===== src/rtl/core/jse_pkg.sv =====
// Package for the JSON string escape encoder: item kinds, character codes,
// the escape step result type and the hex digit helper. No dependencies.
`default_nettype none
package jse_pkg;

   typedef enum logic [1:0] {
      KIND_OPEN  = 2'd0,
      KIND_CHAR  = 2'd1,
      KIND_CLOSE = 2'd2,
      KIND_RAW   = 2'd3
   } kind_type;

   localparam int unsigned CAP_WIDTH = 16;
   localparam logic [CAP_WIDTH-1:0] CAPACITY_RESET = 16'd256;

   // Longest escape sequence is six characters, so a step index needs three bits.
   localparam int unsigned STEP_WIDTH = 3;

   localparam logic [7:0] CHAR_QUOTE     = 8'h22;
   localparam logic [7:0] CHAR_BACKSLASH = 8'h5C;
   localparam logic [7:0] CHAR_U         = 8'h75;
   localparam logic [7:0] CHAR_ZERO      = 8'h30;
   localparam logic [7:0] CHAR_LOWER_A   = 8'h61;
   localparam logic [7:0] CTRL_LIMIT     = 8'h20;

   typedef struct packed {
      logic [7:0] out_byte;
      logic       last;
   } esc_step_type;

   function automatic logic [7:0] hex_digit(input logic [3:0] nibble);
      logic [7:0] value;
      value = {4'd0, nibble};
      if (nibble < 4'd10) begin
         hex_digit = CHAR_ZERO + value;
      end else begin
         hex_digit = CHAR_LOWER_A + value - 8'd10;
      end
   endfunction

endpackage
`default_nettype wire


===== src/rtl/core/jse_escape.sv =====
// Escape step logic: gives the output character for one step of one item and
// whether that step is the final one. Depends on jse_pkg.
`default_nettype none
module jse_escape (
   input  wire jse_pkg::kind_type                    kind,
   input  wire logic [7:0]                           in_byte,
   input  wire logic [jse_pkg::STEP_WIDTH-1:0]       step,
   output jse_pkg::esc_step_type                     result
);

   logic is_pair;
   logic is_ctrl;

   assign is_pair = (in_byte == jse_pkg::CHAR_QUOTE) || (in_byte == jse_pkg::CHAR_BACKSLASH);
   assign is_ctrl = (in_byte < jse_pkg::CTRL_LIMIT);

   always_comb begin
      result.out_byte = in_byte;
      result.last     = 1'b1;
      unique case (kind)
         jse_pkg::KIND_OPEN, jse_pkg::KIND_CLOSE: begin
            result.out_byte = jse_pkg::CHAR_QUOTE;
         end
         jse_pkg::KIND_RAW: begin
            result.out_byte = in_byte;
         end
         jse_pkg::KIND_CHAR: begin
            if (is_pair) begin
               result.out_byte = (step == 3'd0) ? jse_pkg::CHAR_BACKSLASH : in_byte;
               result.last     = (step != 3'd0);
            end else if (is_ctrl) begin
               // Control bytes become a six character unicode escape.
               result.last = (step == 3'd5);
               case (step)
                  3'd0:    result.out_byte = jse_pkg::CHAR_BACKSLASH;
                  3'd1:    result.out_byte = jse_pkg::CHAR_U;
                  3'd2:    result.out_byte = jse_pkg::CHAR_ZERO;
                  3'd3:    result.out_byte = jse_pkg::CHAR_ZERO;
                  3'd4:    result.out_byte = jse_pkg::hex_digit(in_byte[7:4]);
                  default: result.out_byte = jse_pkg::hex_digit(in_byte[3:0]);
               endcase
            end
         end
         default: begin
            result.out_byte = in_byte;
         end
      endcase
   end

endmodule
`default_nettype wire


===== src/rtl/core/json_string_escape_encoder_top.sv =====
// Top level of the JSON string escape encoder: item register, fill and overflow
// tracking, and the result register. Depends on jse_pkg and jse_escape.
//
// Usage: each req transaction carries one item, the kind in req_tuser and the
// source byte in req_tdata. The block produces one rsp transaction per output
// character: the character, the buffer position, whether it was kept, the
// sticky overflow flag, and rsp_tlast on the final character of the item.
// A character is kept only while position+1 is below the capacity register,
// written through csr_wr_en/csr_wr_data; the user must write it only while the
// block is idle; the block itself does not enforce this. An accepted item goes
// to the item register, then the result register. Throughput is one output
// character per cycle while rsp_tready is high: quotes, raw bytes and plain
// characters give one character per item, quote and backslash escapes two,
// control byte escapes six; the single escape stepper sets this figure. On a stall
// the result register holds, the item register stops stepping and req_tready
// falls while an item is held. Reset clears fill and overflow, capacity to 256.
`default_nettype none
module json_string_escape_encoder_top (
   input  wire logic        clock,
   input  wire logic        reset,
   input  wire logic        req_tvalid,
   output      logic        req_tready,
   input  wire logic [7:0]  req_tdata,   // [7:0] in_byte
   input  wire logic [1:0]  req_tuser,   // [1:0] kind
   output      logic        rsp_tvalid,
   input  wire logic        rsp_tready,
   output      logic [31:0] rsp_tdata,   // [7:0] out_byte, [23:8] out_position,
                                         // [24] kept, [25] overflow_seen, [31:26] zero
   output      logic        rsp_tlast,   // last_of_run
   input  wire logic        csr_wr_en,
   input  wire logic [15:0] csr_wr_data  // capacity
);

   localparam int unsigned CW = jse_pkg::CAP_WIDTH;
   localparam int unsigned SW = jse_pkg::STEP_WIDTH;

   logic                    item_vld_ff, item_vld_in;
   jse_pkg::kind_type       item_kind_ff, item_kind_in;
   logic [7:0]              item_byte_ff, item_byte_in;
   logic [SW-1:0]           item_step_ff, item_step_in;

   logic [CW-1:0]           cap_ff, cap_in;
   logic [CW-1:0]           fill_ff, fill_in;
   logic                    ovf_ff, ovf_in;

   logic                    rsp_vld_ff, rsp_vld_in;
   logic [7:0]              rsp_byte_ff, rsp_byte_in;
   logic [CW-1:0]           rsp_pos_ff, rsp_pos_in;
   logic                    rsp_kept_ff, rsp_kept_in;
   logic                    rsp_ovf_ff, rsp_ovf_in;
   logic                    rsp_last_ff, rsp_last_in;

   jse_pkg::esc_step_type   esc;
   logic                    advance;
   logic                    req_accept;
   logic                    room;

   jse_escape u_escape (
      .kind    (item_kind_ff),
      .in_byte (item_byte_ff),
      .step    (item_step_ff),
      .result  (esc)
   );

   assign advance    = item_vld_ff && (!rsp_vld_ff || rsp_tready);
   assign req_tready = !item_vld_ff || (advance && esc.last);
   assign req_accept = req_tvalid && req_tready;
   assign room       = ({1'b0, fill_ff} + {{CW{1'b0}}, 1'b1}) < {1'b0, cap_ff};

   always_comb begin
      item_vld_in  = item_vld_ff;
      item_kind_in = item_kind_ff;
      item_byte_in = item_byte_ff;
      item_step_in = item_step_ff;
      if (advance) begin
         item_step_in = esc.last ? '0 : item_step_ff + {{(SW-1){1'b0}}, 1'b1};
         if (esc.last) begin
            item_vld_in = 1'b0;
         end
      end
      if (req_accept) begin
         item_vld_in  = 1'b1;
         item_kind_in = jse_pkg::kind_type'(req_tuser);
         item_byte_in = req_tdata;
         item_step_in = '0;
      end
   end

   always_comb begin
      cap_in      = csr_wr_en ? csr_wr_data : cap_ff;
      fill_in     = fill_ff;
      ovf_in      = ovf_ff;
      rsp_vld_in  = rsp_vld_ff && !rsp_tready;
      rsp_byte_in = rsp_byte_ff;
      rsp_pos_in  = rsp_pos_ff;
      rsp_kept_in = rsp_kept_ff;
      rsp_ovf_in  = rsp_ovf_ff;
      rsp_last_in = rsp_last_ff;
      if (advance) begin
         fill_in     = room ? fill_ff + {{(CW-1){1'b0}}, 1'b1} : fill_ff;
         ovf_in      = ovf_ff || !room;
         rsp_vld_in  = 1'b1;
         rsp_byte_in = esc.out_byte;
         rsp_pos_in  = fill_ff;
         rsp_kept_in = room;
         rsp_ovf_in  = ovf_ff || !room;
         rsp_last_in = esc.last;
      end
   end

   always_ff @(posedge clock) begin
      if (reset) begin
         item_vld_ff  <= 1'b0;
         item_step_ff <= '0;
         cap_ff       <= jse_pkg::CAPACITY_RESET;
         fill_ff      <= '0;
         ovf_ff       <= 1'b0;
         rsp_vld_ff   <= 1'b0;
      end else begin
         item_vld_ff  <= item_vld_in;
         item_step_ff <= item_step_in;
         cap_ff       <= cap_in;
         fill_ff      <= fill_in;
         ovf_ff       <= ovf_in;
         rsp_vld_ff   <= rsp_vld_in;
      end
   end

   always_ff @(posedge clock) begin
      item_kind_ff <= item_kind_in;
      item_byte_ff <= item_byte_in;
      rsp_byte_ff  <= rsp_byte_in;
      rsp_pos_ff   <= rsp_pos_in;
      rsp_kept_ff  <= rsp_kept_in;
      rsp_ovf_ff   <= rsp_ovf_in;
      rsp_last_ff  <= rsp_last_in;
   end

   assign rsp_tvalid = rsp_vld_ff;
   assign rsp_tdata  = {6'd0, rsp_ovf_ff, rsp_kept_ff, rsp_pos_ff, rsp_byte_ff};
   assign rsp_tlast  = rsp_last_ff;

`ifndef SYNTHESIS
   // Once a character has been dropped, the overflow flag never clears.
   a_ovf_sticky: assert property (@(posedge clock) disable iff (reset)
      ovf_ff |=> ovf_ff)
      else $error("overflow flag cleared without reset");

   // A kept character moves the fill position by exactly one.
   a_fill_step: assert property (@(posedge clock) disable iff (reset)
      (advance && room) |=> (fill_ff == $past(fill_ff) + {{(CW-1){1'b0}}, 1'b1}))
      else $error("fill position did not advance on a kept character");

   // The escape stepper never runs past the six character sequence.
   a_step_range: assert property (@(posedge clock) disable iff (reset)
      item_vld_ff |-> (item_step_ff <= 3'd5))
      else $error("escape step index out of range");
`endif

endmodule
`default_nettype wire

===== config.mk =====
export PLATFORM = sky130hd
export DESIGN_NAME = json_string_escape_encoder_top
export DESIGN_NICKNAME = d
export VERILOG_FILES = /design/src/rtl/core/jse_pkg.sv /design/src/rtl/core/jse_escape.sv /design/src/rtl/core/json_string_escape_encoder_top.sv
export SDC_FILE = /design/constraint.sdc
export NUM_CORES = 1
export LEC_CHECK = 0
export ABC_AREA = 1
export BUFFER_PORTS_ARGS = -buffer_cell sky130_fd_sc_hd__buf_4
export CORE_MARGIN = 2
export CORE_UTILIZATION = 25
export CTS_CLUSTER_DIAMETER = 80
export DETAILED_ROUTE_END_ITERATION = 8
export PLACE_DENSITY = 0.54
export SETUP_SLACK_MARGIN = 0.4
export SLEW_MARGIN = 20
export SYNTH_ARGS = -nofsm -noshare
export SYNTH_HDL_FRONTEND = slang
export SYNTH_SLANG_ARGS = --single-unit

===== constraint.sdc =====
create_clock -name clock -period 3.2 [get_ports clock]
set_input_delay 0.8 -clock clock [delete_from_list [all_inputs] [get_ports clock]]
set_output_delay 0.8 -clock clock [all_outputs]
set_load 0.01 [all_outputs]

# After elaboration in Yosys (flattened, before gate mapping)
# Cells that the tools add are included.
# Widths: inputs -> output; s select.
[word_totals]
register_bits = 75
in_bits = 31
out_inout_bits = 35
[op_classes]
add_sub_neg = 9
n_lt_le_gt_ge = 4
eq_ne = 10
muxes = 13
reduce_logical = 22
[ops]
columns = ["cell", "n"]
rows = [
  ["$pmux 8 s4", 1],
  ["$mux 8", 3],
  ["$pmux 8 s3", 1],
  ["$mux 9", 2],
  ["$add 16x1->17 const B", 1],
  ["$lt 17x16->1", 1],
  ["$add 16x1->16 const B", 1],
  ["$add 7x4->8 const A", 2],
  ["$sub 8x4->8 const B", 2],
  ["$add 6x4->7 const A", 2],
  ["$eq 8x6->1 const B", 1],
  ["$eq 8x7->1 const B", 1],
  ["$lt 4x4->1 const B", 2],
  ["$lt 8x6->1 const B", 1],
  ["$eq 3x2->1 const B", 2],
  ["$eq 3x3->1 const B", 2],
  ["$reduce_or 2->1", 3],
  ["$mux 1", 5],
  ["$eq 2x2->1 const B", 2],
  ["$logic_and 1x1->1", 4],
  ["$logic_not 1->1", 4],
  ["$logic_or 1x1->1", 4],
  ["$reduce_and 2->1", 2],
  ["$reduce_bool 2->1", 2],
  ["7 further kinds", 7],
]

# Longest topological paths before layout
[depth]
ltp_word = 12
mapped_depth = 21
depth_no_buf = 20

# Cells and area by module
# From an unflattened synthesis, not the netlist that was laid out.
[hier_totals]
cells_unflattened = 488
area_unflattened_um2 = 3978.8
[modules_own_cells]
columns = ["mod", "instances", "cells_per_inst", "area_per_inst_um2"]
rows = [
  ["json_string_escape_encoder_top", 1, 377, 3410.8],
  ["jse_escape", 1, 111, 568.0],
]

# Worst setup path before layout
# No wires, ideal clock.
[synth_path]
kind = "input-to-output"
startpoint = "input rsp_tready"
endpoint = "output req_tready"
t_arrival_ps = 1744
path_slack_ps = 656
stages = 4
path_buffers = 0
path_cell_list = "inv_1 a21oi_4 nand2_4 nand2_4"
[synth_via]
elab_chain_len = 4
[synth_rtl]
columns = ["item", "line", "source"]
rows = [
  ["start: declaration", "json_string_escape_encoder_top.sv:26", "input wire logic rsp_tready,"],
  ["$logic_or 1x1->1", "json_string_escape_encoder_top.sv:65", "assign advance = item_vld_ff && (!rsp_vld_ff || rsp_tready);"],
  ["$logic_and 1x1->1", "json_string_escape_encoder_top.sv:65", ""],
  ["named net advance", "json_string_escape_encoder_top.sv:54", "logic advance;"],
  ["$logic_and 1x1->1", "json_string_escape_encoder_top.sv:66", "assign req_tready = !item_vld_ff || (advance && esc.last);"],
  ["$logic_or 1x1->1", "json_string_escape_encoder_top.sv:66", ""],
  ["end: declaration", "json_string_escape_encoder_top.sv:22", "output logic req_tready,"],
]
# The timed path passes the listed nets, and every way through them passes these cells.

==> impl_metrics.json <==
{
  "ios": 66,
  "drt-vias-per-instance": 4.17,
  "ir_drop_mv": 0.285,
  "synth_async_sr_flop_share_pct": 0,
  "grt.overflow.total": 0,
  "io_buffers": 59,
  "regArea_um2": 1890,
  "synth_top_area_share_pct": 27.5,
  "dieArea_um2": 17200,
  "start_util_pct": 25.5,
  "synth_warnings": 0,
  "die_w_um": 131,
  "multiInputGateArea_um2": 1880,
  "pre_cts_ws_ns": 0.233,
  "fp-row-count": 46,
  "min_period_ns": 2.70,
  "wl_mm": 9.69,
  "drive_above_1_share_pct": 24.6,
  "design_area_um2": 5180,
  "synth_cells": 487,
  "synthTopCellsByCount": "nand2_1, inv_1, nor2_1, dfxtp_1, edfxtp_1",
  "yosysMostFrequentCell": "nand2_1",
  "p_leak_nw": 2.40,
  "avgRoutedWirePerCell_um": 12.4,
  "ctsHoldBuffers": 0,
  "hpwlAfterDp_mm": 6.94,
  "synth.area.top_cells": "edfxtp_1, dfxtp_1, nand2_1, ha_1, inv_1",
  "hold_path_startpoint": "cap_ff[3]$_SDFFE_PP0P_",
  "cts_buffers": 9,
  "clk_pin_slew_ns": 0.05,
  "r2r_start": "fill_ff[4]$_SDFFE_PP0P_",
  "drt_iter0_markers": 190,
  "hp-class": "reg -> reg",
  "insertion_delay_ns": 0.34,
  "cp.arrival_ns": 1.90,
  "cts_max_level": 3,
  "setup_viol": 0,
  "cp_data_required_time_ns": 2.40,
  "placedInstanceArea_um2": 4660,
  "drc": 0,
  "ant_nets": 0,
  "tns_ns": 0,
  "vias": 3272,
  "grt_max_degree": 39,
  "synthDistinctLibCells": 42,
  "drv_slew": 0,
  "powerDensity_nw_per_um2": 533,
  "place_congestion": 0.816,
  "syn-cell-area_um2": 4040,
  "area_growth_pct": 28.3,
  "grt_pass1_wl_mm": 15.4,
  "criticalPathCategory": "reg -> out",
  "grt.total_usage_pct": 11.9,
  "max_slew_margin_pct": 37.9,
  "synth_area_leader_cell": "edfxtp_1",
  "synth_flop_cell": "dfxtp_1",
  "grt_pass1_vias": 3124,
  "rsz0062_at_grt": "no",
  "fill_cells": 1659,
  "crit_fanout": 5,
  "crit_path_start": "item_byte_ff[4]$_DFFE_PP_",
  "synth_seq_cells": 75,
  "diodes": 0,
  "synth_edf_count": 37,
  "avgSynthCellArea_um2": 8.29,
  "die_y_um": 131,
  "worstMarginPinSlew_ns": 0.931,
  "max_cap_viol_count": 0,
  "cts_buffer_depth": 2,
  "yosysSeqAreaShare_pct": 46.4,
  "crit_path_end_kind": "output port",
  "cts_sinks": 75,
  "worstSetupStartpointType": "flip-flop",
  "final_net_count": 619,
  "cts_tree": "yes",
  "total_power_mw": 2.76,
  "antenna_found_initial": 0,
  "fmax_mhz": 370,
  "hold_viol_final": 0,
  "status": "complete, no violations",
  "root_buffer": "clkbuf_16",
  "hold_ws_ns": 0.468,
  "first_pass_iters": 4,
  "coreArea_um2": 15800,
  "finalCritPeriodShare_pct": 84.4,
  "fin_skew_ns": 0.00762,
  "fin_ws_ns": 0.499
}
-- power breakdown --
| group | internal (mW) | switching, mW |
|---|---|---|
| clock | 0.592 | 0.383 |
| combinational | 0.249 | 0.345 |
| sequential | 1.12 | 0.0714 |
-- routing by layer --
metal	vias up	GRT usage (%)	part of all wire (%)
met5	-	0	0
met4	0	3.82	1.8
met3	16	4.10	5.9
met2	82	20.8	48
met1	1469	13.6	44
li1	1705	-	-
-- cells in the final DEF, fill, tap and decap left out, types with 5 or more instances in the layout --
master / instances
dfxtp_2: 5
inv_1: 75
ha_1: 24
nand2_4: 5
inv_2: 6
buf_4: 74
edfxtp_1: 37
nor2_2: 8
dfxtp_1: 31
xor2_1: 11
clkbuf_16: 10
a21oi_1: 25
o21ai_0: 28
nand2_1: 108
nand4_1: 6
nand3_1: 11
nor2_1: 45
nand2_2: 11
conb_1: 6
nand3_4: 6
-- per-stage QoR --
step	util, %	std cells
2_1_floorplan	-	492
3_3_place_gp	29.4	751
3_5_place_dp	29.4	751
4_1_cts	31.8	772
5_1_grt	32.7	784
6_report	32.7	784
-- critical path, stage by stage, from the launching register on --
cell and delay, ns:
edfxtp_1 0.44, inv_2 0.13, ha_1 0.17, nand2_1 0.05, nand3b_1 0.22, nand3_2 0.14
nand3_4 0.12, nand2_4 0.10, nand2_4 0.05, buf_4 0.14
-- registers in the layout, summed over array words and instances, names as in the netlist, 2 cells and up --
register / flops
rsp_byte_ff: 8
item_byte_ff: 8
item_step_ff: 3
cap_ff: 16
fill_ff: 16
rsp_pos_ff: 16
item_kind_ff: 2
-- timing repair --
item / 4_1_cts / 5_1_grt
setup endpoints to repair: 20 / 20
gates cloned: 3 / 0
resized for setup: 13 / 20
pin swaps: 4 / 12
buffers inserted: 2 / 12
-- layout make-up --
cell class,instances,share of cell area (%)
Tap cell,216,5.22
Clock buffer,14,5.31
Multi-Input combinational cell,322,36.3
Sequential cell,75,36.4
Clock inverter,2,0.193
Inverter,81,5.87
Timing Repair Buffer,74,10.7
-- cells by family after synthesis --
| family | share of synthesized area (%) |
|---|---|
| AOI/OAI and AO/OA | 9.30 |
| buffers and inverters | 10.4 |
| adders and majority gates | 7.75 |
| and+or+nand+nor | 23.7 |
| other | 0.0929 |
| DFF | 46.4 |
| xor gates and xnor gates | 2.39 |
-- final timing paths --
path	end	cells after the start	slack (ns)
worst max register to register	rsp_ovf_ff$_DFFE_PP_	18	0.59
worst min register to register	cap_ff[3]$_SDFFE_PP0P_	2	0.47
worst max-delay path	req_tready	9	0.50
worst min-delay path	cap_ff[3]$_SDFFE_PP0P_	2	0.47
No activity file was read; power rests on OpenSTA's default activity.
